## src/hw/rtl/symbol_string_tokenizer_unit_assert.svh

```systemverilog
// Assertion macros shared by the tokenizer RTL.
// All checks are sampled on aclk and are off while aresetn is low.
`ifndef SYMBOL_STRING_TOKENIZER_UNIT_ASSERT_SVH
`define SYMBOL_STRING_TOKENIZER_UNIT_ASSERT_SVH

// Same-cycle implication
`define SST_ASSERT_NOW(label, ante, cons, msg) \
    label: assert property (@(posedge aclk) disable iff (!aresetn) (ante) |-> (cons)) \
        else $error(msg);

// Next-cycle implication
`define SST_ASSERT_NEXT(label, ante, cons, msg) \
    label: assert property (@(posedge aclk) disable iff (!aresetn) (ante) |=> (cons)) \
        else $error(msg);

`endif

```

## src/hw/rtl/sst_pkg.sv

```systemverilog
`default_nettype none

package sst_pkg;

    // Default sizing
    localparam int DEFAULT_POSITION_BITS = 32;
    localparam int DEFAULT_KNOWN_BYTES   = 8;

    // Field widths
    localparam int COUNT_BITS     = 32;
    localparam int WORD_BITS      = 64;
    localparam int LENGTH_BITS    = 4;
    localparam int CFG_INDEX_BITS = 8;

    // Result queue
    localparam int FIFO_DEPTH = 4;

    // Saturation value of the content count
    localparam logic [COUNT_BITS-1:0] COUNT_MAX = '1;

    // Register indexes
    localparam logic [CFG_INDEX_BITS-1:0] REG_KNOWN_WORD   = 8'd0;
    localparam logic [CFG_INDEX_BITS-1:0] REG_KNOWN_LENGTH = 8'd1;

    // Lexer modes
    localparam logic [1:0] MODE_IDLE   = 2'd0;
    localparam logic [1:0] MODE_STRING = 2'd1;
    localparam logic [1:0] MODE_SYMBOL = 2'd2;
    localparam logic [1:0] MODE_ERROR  = 2'd3;

    // Token kinds
    localparam logic [1:0] KIND_STRING = 2'd0;
    localparam logic [1:0] KIND_USER   = 2'd1;
    localparam logic [1:0] KIND_KNOWN  = 2'd2;
    localparam logic [1:0] KIND_FINAL  = 2'd3;

    // Final status codes
    localparam logic [1:0] STATUS_OK      = 2'd0;
    localparam logic [1:0] STATUS_NOQUOTE = 2'd1;
    localparam logic [1:0] STATUS_UNKNOWN = 2'd2;

    // Special bytes
    localparam logic [7:0] QUOTE_BYTE   = 8'h22;
    localparam logic [7:0] LBRACK_BYTE  = 8'h5B;
    localparam logic [7:0] RBRACK_BYTE  = 8'h5D;

    typedef struct packed {
        logic [7:0] char_byte;
        logic       end_of_text;
    } in_t;

    typedef struct packed {
        logic [1:0]            token_kind;
        logic [31:0]           token_start;
        logic [COUNT_BITS-1:0] token_length;
        logic [1:0]            lex_status;
        logic                  final_result;
    } out_t;

    typedef struct packed {
        logic [WORD_BITS-1:0]   known_word;
        logic [LENGTH_BITS-1:0] known_length;
    } cfg_t;

    // Up to two results per byte; slot 1 is used only after slot 0
    typedef struct packed {
        logic valid0;
        logic valid1;
        out_t item0;
        out_t item1;
    } lex_res_t;

    function automatic logic is_blank(input logic [7:0] c);
        return (c == 8'h20) || (c >= 8'h09 && c <= 8'h0D);
    endfunction

    function automatic logic is_digit(input logic [7:0] c);
        return c >= 8'h30 && c <= 8'h39;
    endfunction

    function automatic logic is_symbol_byte(input logic [7:0] c);
        return c >= 8'h21 && c <= 8'h7E && c != QUOTE_BYTE &&
               c != LBRACK_BYTE && c != RBRACK_BYTE;
    endfunction

    function automatic out_t make_token(input logic [1:0] kind,
                                        input logic [31:0] start,
                                        input logic [COUNT_BITS-1:0] len);
        out_t r;
        r.token_kind   = kind;
        r.token_start  = start;
        r.token_length = len;
        r.lex_status   = STATUS_OK;
        r.final_result = 1'b0;
        return r;
    endfunction

    function automatic out_t make_final(input logic [1:0] status);
        out_t r;
        r.token_kind   = KIND_FINAL;
        r.token_start  = '0;
        r.token_length = '0;
        r.lex_status   = status;
        r.final_result = 1'b1;
        return r;
    endfunction

    // Append a result into the next free slot
    function automatic lex_res_t add_result(input lex_res_t r, input out_t x);
        lex_res_t o;
        o = r;
        if (!o.valid0) begin
            o.valid0 = 1'b1;
            o.item0  = x;
        end else begin
            o.valid1 = 1'b1;
            o.item1  = x;
        end
        return o;
    endfunction

endpackage

`default_nettype wire

```

## src/hw/rtl/sst_core.sv

```systemverilog
`default_nettype none

// Lexer state and per-byte classification. All results of one byte are
// produced combinationally from the registered byte and the current state.
module sst_core #(
    parameter int POSITION_BITS = sst_pkg::DEFAULT_POSITION_BITS,
    parameter int KNOWN_BYTES   = sst_pkg::DEFAULT_KNOWN_BYTES
) (
    input  wire logic             aclk,
    input  wire logic             aresetn,
    input  wire logic             fire,
    input  wire sst_pkg::in_t     item,
    input  wire sst_pkg::cfg_t    cfg,
    output sst_pkg::lex_res_t     res
);

    localparam int PREFIX_BITS = 8 * KNOWN_BYTES;
    localparam int CB          = sst_pkg::COUNT_BITS;

    logic [1:0]               mode_reg,   mode_next;
    logic [POSITION_BITS-1:0] pos_reg,    pos_next;
    logic [POSITION_BITS-1:0] begin_reg,  begin_next;
    logic [PREFIX_BITS-1:0]   prefix_reg, prefix_next;
    logic [CB-1:0]            count_reg,  count_next;

    logic [63:0] begin_wide;
    logic [31:0] begin_low;
    logic [63:0] begin_next_wide;
    logic [31:0] begin_next_low;
    logic        taken;
    logic        err_skip;
    logic        known_now;
    logic        known_next;
    logic [7:0]  c;

    // Compare the symbol prefix against the configured known word
    function automatic logic sym_known(input logic [PREFIX_BITS-1:0] pfx,
                                       input logic [CB-1:0] cnt,
                                       input sst_pkg::cfg_t k);
        logic hit;
        hit = (k.known_length != '0) &&
              (CB'(k.known_length) <= CB'(KNOWN_BYTES)) &&
              (cnt == CB'(k.known_length));
        for (int i = 0; i < KNOWN_BYTES; i++) begin
            if (4'(i) < k.known_length && pfx[8*i +: 8] != k.known_word[8*i +: 8]) begin
                hit = 1'b0;
            end
        end
        return hit;
    endfunction

    assign c               = item.char_byte;
    assign begin_wide      = 64'(begin_reg);
    assign begin_low       = begin_wide[31:0];
    assign known_now       = sym_known(prefix_reg, count_reg, cfg);

    // Next state and results for the byte in the input register
    always_comb begin
        mode_next   = mode_reg;
        pos_next    = pos_reg + POSITION_BITS'(1);
        begin_next  = begin_reg;
        prefix_next = prefix_reg;
        count_next  = count_reg;
        res         = '0;
        taken       = 1'b0;
        err_skip    = 1'b0;

        unique case (mode_reg)
            sst_pkg::MODE_ERROR: begin
                // drop bytes until the end of the stream
                err_skip = 1'b1;
                pos_next = pos_reg;
            end
            sst_pkg::MODE_STRING: begin
                taken = 1'b1;
                if (c == sst_pkg::QUOTE_BYTE) begin
                    res = sst_pkg::add_result(res,
                        sst_pkg::make_token(sst_pkg::KIND_STRING, begin_low, count_reg));
                    mode_next  = sst_pkg::MODE_IDLE;
                    count_next = '0;
                end else if (count_reg != sst_pkg::COUNT_MAX) begin
                    count_next = count_reg + CB'(1);
                end
            end
            sst_pkg::MODE_SYMBOL: begin
                if (sst_pkg::is_symbol_byte(c)) begin
                    taken = 1'b1;
                    for (int i = 0; i < KNOWN_BYTES; i++) begin
                        if (count_reg == CB'(i)) begin
                            prefix_next[8*i +: 8] = prefix_reg[8*i +: 8] | c;
                        end
                    end
                    if (count_reg != sst_pkg::COUNT_MAX) begin
                        count_next = count_reg + CB'(1);
                    end
                end else begin
                    res = sst_pkg::add_result(res, sst_pkg::make_token(
                        known_now ? sst_pkg::KIND_KNOWN : sst_pkg::KIND_USER,
                        begin_low, count_reg));
                    mode_next   = sst_pkg::MODE_IDLE;
                    count_next  = '0;
                    prefix_next = '0;
                end
            end
            sst_pkg::MODE_IDLE: begin
            end
        endcase

        // Byte seen between tokens
        if (!err_skip && !taken) begin
            if (sst_pkg::is_blank(c)) begin
            end else if (c == sst_pkg::QUOTE_BYTE) begin
                mode_next  = sst_pkg::MODE_STRING;
                begin_next = pos_reg;
                count_next = '0;
            end else if (sst_pkg::is_symbol_byte(c) && !sst_pkg::is_digit(c)) begin
                mode_next   = sst_pkg::MODE_SYMBOL;
                begin_next  = pos_reg;
                prefix_next = PREFIX_BITS'(c);
                count_next  = CB'(1);
            end else begin
                res = sst_pkg::add_result(res,
                    sst_pkg::make_final(sst_pkg::STATUS_UNKNOWN));
                mode_next = sst_pkg::MODE_ERROR;
            end
        end

        // Token state as it stands after this byte
        begin_next_wide = 64'(begin_next);
        begin_next_low  = begin_next_wide[31:0];
        known_next      = sym_known(prefix_next, count_next, cfg);

        // End of stream: flush symbol token; status unless error; clear state
        if (item.end_of_text) begin
            if (!err_skip) begin
                if (mode_next == sst_pkg::MODE_SYMBOL) begin
                    res = sst_pkg::add_result(res, sst_pkg::make_token(
                        known_next ? sst_pkg::KIND_KNOWN : sst_pkg::KIND_USER,
                        begin_next_low, count_next));
                    res = sst_pkg::add_result(res,
                        sst_pkg::make_final(sst_pkg::STATUS_OK));
                end else if (mode_next == sst_pkg::MODE_STRING) begin
                    res = sst_pkg::add_result(res,
                        sst_pkg::make_final(sst_pkg::STATUS_NOQUOTE));
                end else if (mode_next == sst_pkg::MODE_IDLE) begin
                    res = sst_pkg::add_result(res,
                        sst_pkg::make_final(sst_pkg::STATUS_OK));
                end
            end
            mode_next   = sst_pkg::MODE_IDLE;
            pos_next    = '0;
            begin_next  = '0;
            prefix_next = '0;
            count_next  = '0;
        end
    end

    // Stream state
    always_ff @(posedge aclk) begin
        if (!aresetn) begin
            mode_reg   <= sst_pkg::MODE_IDLE;
            pos_reg    <= '0;
            begin_reg  <= '0;
            prefix_reg <= '0;
            count_reg  <= '0;
        end else if (fire) begin
            mode_reg   <= mode_next;
            pos_reg    <= pos_next;
            begin_reg  <= begin_next;
            prefix_reg <= prefix_next;
            count_reg  <= count_next;
        end
    end

`include "symbol_string_tokenizer_unit_assert.svh"

    `SST_ASSERT_NOW(a_slot_order, res.valid1, res.valid0, "second result without first")
    `SST_ASSERT_NOW(a_pair_ends_final, res.valid1, res.item1.final_result && !res.item0.final_result, "two-result byte not closed by final status")
    `SST_ASSERT_NEXT(a_error_holds_pos, fire && mode_reg == sst_pkg::MODE_ERROR && !item.end_of_text, $stable(pos_reg) && mode_reg == sst_pkg::MODE_ERROR, "dropped byte moved lexer state")

endmodule

`default_nettype wire

```

## src/hw/rtl/sst_fifo.sv

```systemverilog
`default_nettype none

// Result queue: up to two in per cycle, one result out per ready cycle.
module sst_fifo (
    input  wire logic              aclk,
    input  wire logic              aresetn,
    input  wire logic              push_en,
    input  wire sst_pkg::lex_res_t push_res,
    output logic                   room,
    output logic                   m_valid,
    input  wire logic              m_ready,
    output sst_pkg::out_t          m_data
);

    localparam int DEPTH    = sst_pkg::FIFO_DEPTH;
    localparam int PTR_BITS = $clog2(DEPTH);
    localparam int CNT_BITS = $clog2(DEPTH + 1);

    sst_pkg::out_t         mem [DEPTH];
    logic [PTR_BITS-1:0]   wr_ptr_reg, wr_ptr_next;
    logic [PTR_BITS-1:0]   rd_ptr_reg, rd_ptr_next;
    logic [CNT_BITS-1:0]   count_reg,  count_next;
    logic                  push_a;
    logic                  push_b;
    logic                  pop;

    assign push_a  = push_en && push_res.valid0;
    assign push_b  = push_en && push_res.valid1;
    assign pop     = m_valid && m_ready;
    assign m_valid = (count_reg != '0);
    assign m_data  = mem[rd_ptr_reg];
    // room for a full two-result byte
    assign room    = (count_reg <= CNT_BITS'(DEPTH - 2));

    // Pointer and fill count update
    always_comb begin
        wr_ptr_next = wr_ptr_reg + PTR_BITS'(push_a) + PTR_BITS'(push_b);
        rd_ptr_next = rd_ptr_reg + PTR_BITS'(pop);
        count_next  = count_reg + CNT_BITS'(push_a) + CNT_BITS'(push_b) - CNT_BITS'(pop);
    end

    always_ff @(posedge aclk) begin
        if (!aresetn) begin
            wr_ptr_reg <= '0;
            rd_ptr_reg <= '0;
            count_reg  <= '0;
        end else begin
            wr_ptr_reg <= wr_ptr_next;
            rd_ptr_reg <= rd_ptr_next;
            count_reg  <= count_next;
        end
    end

    // Storage
    always_ff @(posedge aclk) begin
        if (push_a) begin
            mem[wr_ptr_reg] <= push_res.item0;
        end
        if (push_b) begin
            mem[wr_ptr_reg + PTR_BITS'(1)] <= push_res.item1;
        end
    end

`include "symbol_string_tokenizer_unit_assert.svh"

    `SST_ASSERT_NOW(a_no_overflow, push_en, room, "push without room for two results")
    `SST_ASSERT_NOW(a_count_bound, 1'b1, count_reg <= CNT_BITS'(DEPTH), "queue count above depth")

endmodule

`default_nettype wire

```

## src/hw/rtl/symbol_string_tokenizer_unit.sv

```systemverilog
`default_nettype none

// Byte-serial s-expression tokenizer.
// s_ channel: one source byte per transaction (s_data.char_byte) with
//   s_data.end_of_text marking the last byte of a stream.
// m_ channel: token and final-status transactions, in stream order.
// cfg_ channel: register writes (index 0 known word, index 1 known length);
//   always ready, to be written only while the block is idle.
// A byte's results reach m_ through the input register, then the result
//   queue written from the lexer logic. Throughput: one byte per cycle
//   while the queue has room; the lexer state updates once per byte.
//   A byte yields zero, one or two results; the four-entry result queue
//   drains one per ready cycle, so two-result bytes can slow input.
// Stalls: when m_ready is low the queue fills and s_ready drops once the
//   queue cannot take two more results; nothing is lost or reordered.
// Reset: synchronous on aresetn low; lexer returns to idle with position
//   zero, queue empties, known word and length clear to zero.
module symbol_string_tokenizer_unit #(
    parameter int POSITION_BITS = sst_pkg::DEFAULT_POSITION_BITS,
    parameter int KNOWN_BYTES   = sst_pkg::DEFAULT_KNOWN_BYTES
) (
    input  wire logic                                 aclk,
    input  wire logic                                 aresetn,
    input  wire logic                                 s_valid,
    output logic                                      s_ready,
    input  wire sst_pkg::in_t                         s_data,
    output logic                                      m_valid,
    input  wire logic                                 m_ready,
    output sst_pkg::out_t                             m_data,
    input  wire logic                                 cfg_valid,
    output logic                                      cfg_ready,
    input  wire logic [sst_pkg::CFG_INDEX_BITS-1:0]   cfg_index,
    input  wire logic [sst_pkg::WORD_BITS-1:0]        cfg_data
);

    logic              in_valid_reg, in_valid_next;
    sst_pkg::in_t      in_item_reg;
    sst_pkg::cfg_t     cfg_reg;
    sst_pkg::lex_res_t lex_res;
    logic              room;
    logic              proc_fire;
    logic              in_take;

    // Input register handshake
    assign proc_fire     = in_valid_reg && room;
    assign s_ready       = !in_valid_reg || proc_fire;
    assign in_take       = s_valid && s_ready;
    assign in_valid_next = in_take || (in_valid_reg && !proc_fire);
    assign cfg_ready     = 1'b1;

    always_ff @(posedge aclk) begin
        if (!aresetn) begin
            in_valid_reg <= 1'b0;
        end else begin
            in_valid_reg <= in_valid_next;
        end
    end

    always_ff @(posedge aclk) begin
        if (in_take) begin
            in_item_reg <= s_data;
        end
    end

    // Configuration registers
    always_ff @(posedge aclk) begin
        if (!aresetn) begin
            cfg_reg <= '0;
        end else if (cfg_valid && cfg_ready) begin
            unique case (cfg_index)
                sst_pkg::REG_KNOWN_WORD: begin
                    cfg_reg.known_word <= cfg_data;
                end
                sst_pkg::REG_KNOWN_LENGTH: begin
                    cfg_reg.known_length <= cfg_data[sst_pkg::LENGTH_BITS-1:0];
                end
                default: begin
                end
            endcase
        end
    end

    sst_core #(
        .POSITION_BITS (POSITION_BITS),
        .KNOWN_BYTES   (KNOWN_BYTES)
    ) u_core (
        .aclk    (aclk),
        .aresetn (aresetn),
        .fire    (proc_fire),
        .item    (in_item_reg),
        .cfg     (cfg_reg),
        .res     (lex_res)
    );

    sst_fifo u_fifo (
        .aclk     (aclk),
        .aresetn  (aresetn),
        .push_en  (proc_fire),
        .push_res (lex_res),
        .room     (room),
        .m_valid  (m_valid),
        .m_ready  (m_ready),
        .m_data   (m_data)
    );

endmodule

`default_nettype wire
```

## config.mk

```make
export PLATFORM = sky130hd
export DESIGN_NAME = symbol_string_tokenizer_unit
export DESIGN_NICKNAME = d
export VERILOG_FILES = /design/src/hw/rtl/sst_pkg.sv /design/src/hw/rtl/sst_core.sv /design/src/hw/rtl/sst_fifo.sv /design/src/hw/rtl/symbol_string_tokenizer_unit.sv
export VERILOG_INCLUDE_DIRS = /design/src /design/src/hw/rtl
export SDC_FILE = /design/constraint.sdc
export NUM_CORES = 1
export LEC_CHECK = 0
export ABC_AREA = 1
export BUFFER_PORTS_ARGS = -buffer_cell sky130_fd_sc_hd__buf_2
export CORE_ASPECT_RATIO = 0.7
export CORE_UTILIZATION = 25
export DETAILED_ROUTE_END_ITERATION = 8
export MAX_ROUTING_LAYER = met4
export PLACE_DENSITY = 0.48
export SYNTH_ARGS = -nofsm -noshare
export SYNTH_HDL_FRONTEND = slang
export SYNTH_SLANG_ARGS = --single-unit
```

## constraint.sdc

```tcl
create_clock -name aclk -period 7.8 [get_ports aclk]
set_input_delay 0.39 -clock aclk [delete_from_list [all_inputs] [get_ports aclk]]
set_output_delay 0.39 -clock aclk [all_outputs]
set_load 0.01 [all_outputs]
```

# After elaboration in Yosys (flattened, before gate mapping)
# Memories as Yosys holds them, arrays and structs flattened. A register that Yosys moved wholly into a read port is not among the register bits.
# Cells that the tools add are included.
[op_classes]
add_sub_neg = 9
multipliers = 0
n_div = 0
n_lt_le_gt_ge = 16
eq_ne = 38
shift = 0
muxes = 93
bitwise_logic = 8
n_reduce_logical = 49
[ops]
columns = ["operator", "n"]
rows = [
  ["140-bit 2-to-1 mux", 11],
  ["69-bit 2-to-1 mux", 10],
  ["32-bit 2-to-1 mux", 15],
  ["64-bit 2-to-1 mux", 7],
  ["140-bit one-hot mux with 2 select lines", 1],
  ["32-bit by 3-bit equality test with 1-bit output (second input constant)", 4],
  ["8-bit inequality test", 16],
  ["32-bit by 1-bit adder with 32-bit output (second input constant)", 2],
  ["32-bit by 2-bit equality test with 1-bit output (second input constant)", 2],
  ["32-bit by 4-bit equality test with 1-bit output", 2],
  ["8-bit 2-to-1 mux", 8],
  ["8-bit bitwise OR", 8],
  ["32-bit one-hot mux with 2 select lines", 1],
  ["1-bit logical AND", 33],
  ["32-bit by 1-bit equality test with 1-bit output (second input constant)", 1],
  ["32-bit logical NOT", 1],
  ["32-bit inequality test (second input constant)", 1],
  ["1-bit 2-to-1 mux", 29],
  ["2-bit 2-to-1 mux", 9],
  ["8-bit by 6-bit equality test with 1-bit output (second input constant)", 2],
  ["8-bit by 6-bit greater-or-equal comparator with 1-bit output (second input constant)", 2],
  ["3-bit by 4-bit < comparator with 1-bit output (first input constant)", 4],
  ["8-bit by 7-bit inequality test with 1-bit output (second input constant)", 2],
  ["8-bit by 1-bit equality test with 1-bit output (second input constant)", 1],
  ["25 further kinds", 41],
]
[totals]
reg_bits = 247
latch_bits = 0
ram_bits = 276
rom_bits = 0
inputBits = 86
output_inout_bits = 72
elab_cells = 227
mem_count = 1
[mem_list]
columns = ["memory", "depth", "width", "read_ports", "rd_clocked_by_memory_dff", "write_ports", "line_no", "source"]
rows = [
  ["u_fifo.mem", 4, 69, 1, 1, 2, "sst_fifo.sv:19", "sst_pkg::out_t mem [DEPTH];"],
]

# Logic depth before layout (Yosys ltp)
# Gate-level depths: netlist of the first run.
[logic_depth]
ltp_word = 31
depth_mapped = 28
ltp_nobuf = 27

# Cells and area by module
# From an unflattened synthesis of the first run, not the netlist that was laid out.
[unflattened]
cells_unflattened = 4802
area_unflattened_um2 = 32308.5
[by_module_without_submodules]
columns = ["mod", "n_inst", "cells_per_inst", "area_each_um2", "seq_area_each_um2"]
rows = [
  ["sst_fifo", 1, 2055, 15643.8, 8428.1],
  ["sst_core", 1, 2281, 13221.4, 3243.1],
  ["symbol_string_tokenizer_unit", 1, 466, 3443.3, 1651.6],
]

# Worst setup path before layout of the first run
# Ideal clock, no wire load.
[synth_timing]
path_kind = "register -> register"
from = "register u_core.mode_reg[0]"
to = "register u_fifo.count_reg[2]"
setup_time_ps = 128
t_arrival_ps = 3326
required_time_ps = 7672
setup_slack_ps = 4346
path_stages_with_launch = 21
path_cell_list = "dfxtp_1 > inv_1 > ha_1 > buf_2 > clkinv_1 > nand2_4 > nand3_4 > inv_2 > nand2_1 > o21ai_2 > inv_2 > nand2_1 > inv_2 > o21ai_2 > nand2_2 > ha_1 > inv_1 > fa_1 > fa_1 > xor2_1 > nor2_1"
[synth_via]
elab_chain_cells = 16
[synth_lines]
columns = ["element", "line_no", "source"]
rows = [
  ["from (decl)", "sst_core.sv:20", "logic [1:0] mode_reg, mode_next;"],
  ["from (signal assigned)", "sst_core.sv:161", "mode_reg <= sst_pkg::MODE_IDLE;"],
  ["from (signal assigned)", "sst_core.sv:167", "mode_reg <= mode_next;"],
  ["2-bit equality test or 2-bit by 1-bit equality test with 1-bit output (tied branches)", "sst_core.sv:68", "unique case (mode_reg)"],
  ["140-bit one-hot mux with 2 select lines", "sst_core.sv:68", ""],
  ["1-bit 2-to-1 mux", "sst_pkg.sv:112", "if (!o.valid0) begin"],
  ["140-bit 2-to-1 mux", "sst_core.sv:116", "end else if (sst_pkg::is_symbol_byte(c) && !sst_pkg::is_digit(c)) begin"],
  ["140-bit 2-to-1 mux", "sst_core.sv:112", "end else if (c == sst_pkg::QUOTE_BYTE) begin"],
  ["140-bit 2-to-1 mux", "sst_core.sv:111", "if (sst_pkg::is_blank(c)) begin"],
  ["140-bit 2-to-1 mux", "sst_core.sv:110", "if (!err_skip && !taken) begin"],
  ["1-bit 2-to-1 mux", "sst_pkg.sv:112", ""],
  ["140-bit 2-to-1 mux", "sst_core.sv:145", "end else if (mode_next == sst_pkg::MODE_IDLE) begin"],
  ["140-bit 2-to-1 mux", "sst_core.sv:142", "end else if (mode_next == sst_pkg::MODE_STRING) begin"],
  ["140-bit 2-to-1 mux", "sst_core.sv:136", "if (mode_next == sst_pkg::MODE_SYMBOL) begin"],
  ["140-bit 2-to-1 mux", "sst_core.sv:135", "if (!err_skip) begin"],
  ["140-bit 2-to-1 mux *", "sst_core.sv:134", "if (item.end_of_text) begin"],
  ["parallel branches: the longest is 1 deep, another holds 3-bit by 1-bit adder with 3-bit output", "n/a", ""],
  ["3-bit by 1-bit adder with 3-bit output *", "sst_fifo.sv:39", "count_next = count_reg + CNT_BITS'(push_a) + CNT_BITS'(push_b) - CNT_BITS'(pop);"],
  ["3-bit by 1-bit subtractor with 3-bit output *", "sst_fifo.sv:39", ""],
  ["to (signal assigned)", "sst_fifo.sv:50", "count_reg <= count_next;"],
  ["to (decl)", "sst_fifo.sv:22", "logic [CNT_BITS-1:0] count_reg, count_next;"],
]
# Mark *: on every way between the ends.
# A chain may end at the register's enable or synchronous reset.

==> impl_results.md, run 1 <==
* Status: complete, no violations
* Max cap viols at 0
* Max reg flops at 276
* Clk sinks at 523
* Total Neg Setup Slack at 0 ns
* Most common cell in the synthesized netlist: nand2_1
* Post-Synthesis Net Count at 4326
* Final nets at 4349
* WHS at 0.0278 ns
* Initial antenna violation count at 13
* Hold Path Class: input port to flop
* Clk_skew at 0.0900 ns
* Critical path class: flop to flop
* Total GRT Usage at 0.186
* Number of flops mapped to enable cells by yosys at 29
* Drt first-iter violations at 2543
* Crit path capture: u_fifo.mem[3][68]
* Crit end category: flop
* Cell leakage power at 12.8 nW
* Met3 track demand over resource at 0.0284
* CTS H-tree lvls at 2
* Final setup violation count at 0
* Tmin final at 5.09 ns
* Core Area at 109000 um^2
* Register-to-register setup slack at 2.71 ns
* Worst R2R Path Depth at 17
* Die span in x at 399 um
* Area of the mapped netlist at 27600 um^2
* Worst r2r src: u_core.mode_reg[0]
* # DRC at 0
* Detailed placer's ending HPWL at 67.8 mm
* Post_cts resized at 0
* GR Util met2 at 0.261
* Skew-Pair Late Insertion Delay at 0.68 ns
* Post-synth top area cell: dfxtp_1
* Largest net degree at the start of global routing at 86
* Actual slew at the worst max-slew pin at 1.27 ns
* Initial Utilization at 0.253
* Vias post-DR at 27600
* DRT antenna net count at 0
* Tcrit/Tclk final at 0.653
* Worst slew margin at 0.151
* CP startpoint: u_core.mode_reg[0]
* Vias in the first global route at 25300
* IO buf count at 156
* Synth Instances at 4226
* Ys Warns at 0
* RSZ-0062 raised after global routing: false
* Die Span Y at 280 um
* Pre-Repair DR Iteration Count at 6
* Critical Path AT at 5.50 ns
* Worst-path clk slew at 0.06 ns
* Total congestion overflow at 0
* Clock Tree Buf Depth at 3
* Final core occ at 0.290
* Design Area, Final at 31600 um^2
* Drt wl/cell at 18.0 um
* Maximum vdd drop at 0.190 mV
* Share of layout cells above drive strength 1 at 0.0938
* Row count at 101
* Register area share after synthesis at 0.390
* Most used DFF post-synth: dfxtp_1
* Crit path max fanout at 74
* Final Wtd Congestion at 0.867
* FMAX at 196 MHz
* M1 GR Usage at 0.276
* Max-slew violation count at 0
* Hold Startpoint: cfg_data[1]
* Average cell area after synthesis at 6.53 um^2
* CTS tree: done
* Final total power at 7.90 mW
* Synth cell count leaders: nand2_1 (1216), dfxtp_1 (494), nor2_1 (468)
* Type of origin of the critical path: flop
* # IOs at 158
* Final hold viol count at 0
* DIE AREA at 112000 um^2
* P&R area growth vs syn at 14.6%
* Global-route wire length before repair at 158 mm
* Power density cells at 250 nW/um^2
* Clock root buffer: clkbuf_16
* Via-to-Cell Ratio at 4.81
* Post-synthesis register bit count at 523
* FF-to-FF End: u_fifo.mem[3][68]
* Total CTS buffers at 58
* Post-synthesis cell type count at 59
* Post-synth top area share at 0.358
* Req. time, crit path at 8.21 ns
* Placed Area at 29200 um^2
* Post-synth ARST share at 0
* Top cells by area, synth: dfxtp_1 (36%), nand2_1 (17%), a21oi_1 (7.3%)
* Top Usage Layer GRT: met1
* WL final at 104 mm
-- kinds of logic (layout without fill, tap and decap cells) --
| logic type | Yosys count | after routing | share of synthesized area |
|---|---|---|---|
| and+or+nand+nor | 2067 | 2067 | 0.308 |
| AOI/OAI and AO/OA | 973 | 973 | 0.187 |
| buffers and inverters | 607 | 679 | 0.0942 |
| DFF | 523 | 523 | 0.390 |
| xor gates and xnor gates | 35 | 35 | 0.0111 |
| adders and majority gates | 14 | 14 | 0.00716 |
| muxes | 6 | 6 | 0.00218 |
| other | 1 | 9 | 0.000136 |
-- stage by stage --
stage | instances | worst slack, ns
after floorplan | 4226 | 4.35
after global placement | 5601 | 2.94
after detailed placement | 5601 | 2.88
after CTS | 5740 | 2.85
after global routing | 5748 | 2.24
final | 5748 | 2.71
-- layout make-up --
cell class                      instances  area (um^2)
Tap cell                             1442         1800
Sequential cell                       523        10800
Timing Repair Buffer                  221         1340
Antenna cell                            8         20.0
Fill cell                           12100        77300
Multi-Input combinational cell       3096        14300
Inverter                              349         1320
Clock buffer                           79         1630
Clock inverter                         30          474
-- worst max-delay path: stages, from the launching register on --
cell	delay [ns]
dfxtp_1	0.40
inv_1	0.06
ha_1	0.52
clkinv_1	0.64
nand2_4	0.32
nand3_4	0.63
nand2_1	0.46
o21ai_0	0.16
o21ai_0	0.62
nor2_1	0.11
nand3_1	0.17
nor2_1	0.06
nand3_1	0.16
nand2_1	0.10
nand2_1	0.07
nand2_1	0.11
nand3_1	0.09
nand2_1	0.05
-- layer usage --
metal  part of all wire  wire, um  vias to the layer above
li1                   -         -                    13800
met1               0.51     52600                    12900
met2               0.41     42300                      749
met3              0.063      6530                      113
met4              0.021      2160                        0
met5                  0         0                        -
-- repair_timing --
item                                   CTS  global route
endpoints found under the hold margin   30             0
buffers inserted                         0             0
hold buffers                            30             0
-- worst min path at each step --
stage / endpoint / slack (ns) / depth (start not counted)
2_1_floorplan: u_fifo.mem[1][56] / 0.44 / 2
3_3_place_gp: u_fifo.mem[1][12] / 0.45 / 2
3_5_place_dp: u_fifo.mem[2][65] / 0.45 / 2
4_1_cts: cfg_reg[36] / 0.001 / 3
5_1_grt: cfg_reg[23] / 0.04 / 3
6_report: cfg_reg[5] / 0.03 / 3
-- cell usage in the layout (no fill, tap or decap), types with 7 or more instances in the layout --
| master | netlist | final |
|---|---|---|
| a21oi_1 | 405 | 405 |
| buf_2 | 68 | 156 |
| buf_4 | 11 | 35 |
| bufinv_16 | 0 | 9 |
| clkbuf_1 | 143 | 11 |
| clkbuf_16 | 0 | 58 |
| clkbuf_8 | 0 | 10 |
| clkinv_2 | 0 | 11 |
| dfxtp_1 | 494 | 492 |
| diode_2 | 0 | 8 |
| dlygate4sd3_1 | 0 | 30 |
| edfxtp_1 | 29 | 29 |
| ha_1 | 11 | 11 |
| inv_1 | 320 | 316 |
| inv_2 | 24 | 22 |
| inv_4 | 0 | 7 |
| nand2_1 | 1216 | 1215 |
| nand2_2 | 13 | 13 |
| nand3_1 | 199 | 199 |
| nand3b_1 | 8 | 8 |
| nand4_1 | 48 | 48 |
| nor2_1 | 468 | 467 |
| nor3_1 | 40 | 40 |
| nor4_1 | 9 | 9 |
| o21ai_0 | 375 | 375 |
| o21ai_1 | 56 | 56 |
| o22ai_1 | 97 | 97 |
| or2_2 | 39 | 39 |
| xnor2_1 | 10 | 10 |
| xor2_1 | 25 | 25 |
-- power by group --
part | internal [mW] | switching, mW | leakage, nW | total [mW]
clock network | 1.78 | 1.26 | 1.02 | 3.04
logic | 0.525 | 1.40 | 7.54 | 1.92
registers | 2.86 | 0.0829 | 4.25 | 2.94
No activity file was read; power rests on OpenSTA's default activity.
==> run 2: changes to the inputs <==
--- a/config.mk
+++ b/config.mk
@@ -6,13 +6,13 @@
 export SDC_FILE = /design/constraint.sdc
 export NUM_CORES = 1
 export LEC_CHECK = 0
-export ABC_AREA = 1
+export ABC_AREA = 0
 export BUFFER_PORTS_ARGS = -buffer_cell sky130_fd_sc_hd__buf_2
 export CORE_ASPECT_RATIO = 0.7
 export CORE_UTILIZATION = 25
 export DETAILED_ROUTE_END_ITERATION = 8
 export MAX_ROUTING_LAYER = met4
-export PLACE_DENSITY = 0.48
+export PLACE_DENSITY = 0.49
 export SYNTH_ARGS = -nofsm -noshare
 export SYNTH_HDL_FRONTEND = slang
 export SYNTH_SLANG_ARGS = --single-unit
==> constraint.sdc (replaced) <==
create_clock -name aclk -period 4.7 [get_ports aclk]
set_input_delay 0.235 -clock aclk [delete_from_list [all_inputs] [get_ports aclk]]
set_output_delay 0.235 -clock aclk [all_outputs]
set_load 0.01 [all_outputs]
==> impl_results.md, run 2 <==
* Synth cell count leaders: dfxtp_1 (494), nor2_1 (292), nand2_1 (266)
* Register-to-register setup slack at 0.23 ns
* Number of flops mapped to enable cells by yosys at 29
* Total Neg Setup Slack at 0 ns
* FMAX at 224 MHz
* Max reg flops at 276
* Final Wtd Congestion at 0.935
* Synth Area in Adders at 0.00738
* Vias in the first global route at 22100
* IO buf count at 156
* Post-Synthesis Net Count at 3139
* Critical Path AT at 4.82 ns
* Critical path class: flop to flop
* Synth Area in Compound Gates at 0.228
* Register area share after synthesis at 0.402
* Ys Warns at 0
* Initial antenna violation count at 10
* Synth Instances at 3039
* Cell leakage power at 11.2 nW
* Global-route wire length before repair at 143 mm
* # IOs at 158
* WL final at 94.5 mm
* CTS tree: done
* Actual slew at the worst max-slew pin at 1.30 ns
* Most common cell in the synthesized netlist: dfxtp_1
* Skew-Pair Late Insertion Delay at 0.65 ns
* Top cells by area, synth: dfxtp_1 (37%), mux4_2 (5.8%), a211oi_1 (5.4%)
* Pre-Repair DR Iteration Count at 6
* Worst r2r src: u_core.count_reg[10]
* Total congestion overflow at 0
* Power density cells at 454 nW/um^2
* Total CTS buffers at 57
* Clk_skew at 0.0376 ns
* Post-synthesis cell type count at 103
* Placed insts at 4483
* Via-to-Cell Ratio at 5.08
* FF-to-FF End: u_fifo.mem[3][67]
* Req. time, crit path at 5.05 ns
* Share of layout cells above drive strength 1 at 0.162
* Hold-critical path depth at 2
* Core Area at 106000 um^2
* Initial Utilization at 0.252
* Die span in x at 393 um
* Largest family of logic cells by synthesized area: compound AO/OA/AOI/OAI gates
* Hold Startpoint: aresetn
* Mux contribution to synthesized area at 0.0630
* CTS H-tree lvls at 2
* Detailed placer's ending HPWL at 66.1 mm
* Synth Area in Simple Gates at 0.209
* Final setup violation count at 0
* Final hold viol count at 0
* Post-synth top area cell: dfxtp_1
* Post-synth top area share at 0.369
* DIE AREA at 108000 um^2
* Max cap viols at 0
* Worst slew margin at 0.110
* Max-slew violation count at 0
* Clock root buffer: clkbuf_16
* Most used DFF post-synth: dfxtp_1
* Most common cell after layout, fill and taps aside: dfxtp_1
* Drt wl/cell at 20.2 um
* Largest net degree at the start of global routing at 131
* Layout Cells excl Fill at 4682
* Hold endpoint: cfg_reg[5]
* Worst R2R Path Depth at 14
* Tcrit/Tclk final at 0.950
* Status: complete, no violations
* Hold Path Class: input port to flop
* Total GRT Usage at 0.176
* Post-synth ARST share at 0
* Vias post-DR at 23800
* Post-synthesis register bit count at 523
* Worst-path clk slew at 0.06 ns
* Clk sinks at 523
* RSZ-0062 raised after global routing: false
* Maximum vdd drop at 0.265 mV
* Clock Tree Buf Depth at 3
* CP startpoint: u_core.count_reg[10]
* Drt first-iter violations at 2123
* Die Span Y at 276 um
* Synth Area in XOR/XNOR at 0.0461
* Area of the mapped netlist at 26800 um^2
* Row count at 100
* DRT antenna net count at 0
* Average cell area after synthesis at 8.81 um^2
* Type of origin of the critical path: flop
* P&R area growth vs syn at 20.8%
* Crit path max fanout at 17
* Tmin final at 4.47 ns
* Commonest cells after routing, fill and taps aside: dfxtp_1 (492), nor2_1 (285), nand2_1 (265)
* # DRC at 0
* Crit end category: flop
* Final nets at 3297
run 2: cell count changes after synthesis, moves of 131 or more:
cell,before,now
inv_1,320,33
nor2b_1,0,131
nor2_1,468,292
nand2_1,1216,266
o21ai_0,375,165
nand3_1,199,44
a211oi_1,6,191
a22oi_1,1,148
a21oi_1,405,179
run 2: how the worst max path moves through the flow:
stage	endpoint	cells after the start	slack, ns
after detailed placement	u_fifo.mem[2][67]	13	0.23
final	u_fifo.mem[3][67]	14	0.23
after global placement	u_fifo.mem[1][67]	13	0.26
after global routing	u_fifo.mem[3][67]	14	0.008
after floorplan	u_fifo.count_reg[2]	13	0.89
after CTS	u_fifo.mem[3][67]	13	0.18
run 2: repair_timing:
action                                  CTS  global route
buffers inserted                          0             4
resized for setup                         0             1
endpoints found under the hold margin    78             0
endpoints found under the setup margin    0             4
hold buffers                             79             0
run 2: metrics by stage:
stage,setup WS (ns),cell area [um^2],util,total power [mW],hold slack (ns)
after detailed placement,0.235,29400,0.277,9.88,0.415
after floorplan,0.893,26800,-,8.40,0.334
after global routing,0.00758,32300,0.304,15.5,0.0748
final,0.233,32300,0.304,14.7,0.0836
after global placement,0.260,29400,0.277,9.83,0.415
after CTS,0.184,32300,0.304,14.9,0.0534
run 2: cell families after synthesis:
| group | count (synthesis) |
|---|---|
| AO/OA/AOI/OAI | 905 |
| flip-flops | 523 |
| adder cells (fa/ha/maj) | 14 |
| AND/OR/NAND/NOR | 1076 |
| multiplexers | 82 |
| XOR/XNOR | 141 |
| buffers and inverters | 297 |
| other | 1 |
run 2: power breakdown:
group,internal (mW),switching [mW]
Sequential,5.39,0.507
Combinational,1.85,2.06
Clock,2.89,2.00
Total,10.1,4.56
run 2: critical path, stage by stage, from the launching register on:
cell      delay [ns]
dfxtp_1         0.32
nor4_2          0.46
nand3_4         0.24
buf_4           0.24
buf_4           0.16
nor4_2          0.30
buf_4           0.28
a21oi_1         0.12
nand3b_1        0.22
a221o_1         0.36
a32oi_1         0.21
a41oi_1         0.29
or2_2           0.40
o41ai_4         0.46
a21boi_1        0.11
run 2: routing by layer:
| layer | vias to the layer above | routed length (um) | track usage | part of all wire |
|---|---|---|---|---|
| met2 | 695 | 39800 | 0.247 | 0.42 |
| met3 | 114 | 6150 | 0.0333 | 0.065 |
| met5 | - | 0 | - | 0 |
| met1 | 11500 | 46700 | 0.256 | 0.49 |
| li1 | 11500 | - | - | - |
| met4 | 0 | 1780 | 0.0381 | 0.019 |
run 2: final cells by class:
| type | count | area, um^2 |
|---|---|---|
| Sequential cell | 523 | 10800 |
| Fill cell | 11200 | 73900 |
| Antenna cell | 10 | 25.0 |
| Multi-Input combinational cell | 2219 | 14900 |
| Clock inverter | 25 | 367 |
| Timing Repair Buffer | 363 | 2700 |
| Tap cell | 1428 | 1790 |
| Inverter | 33 | 124 |
| Clock buffer | 81 | 1680 |
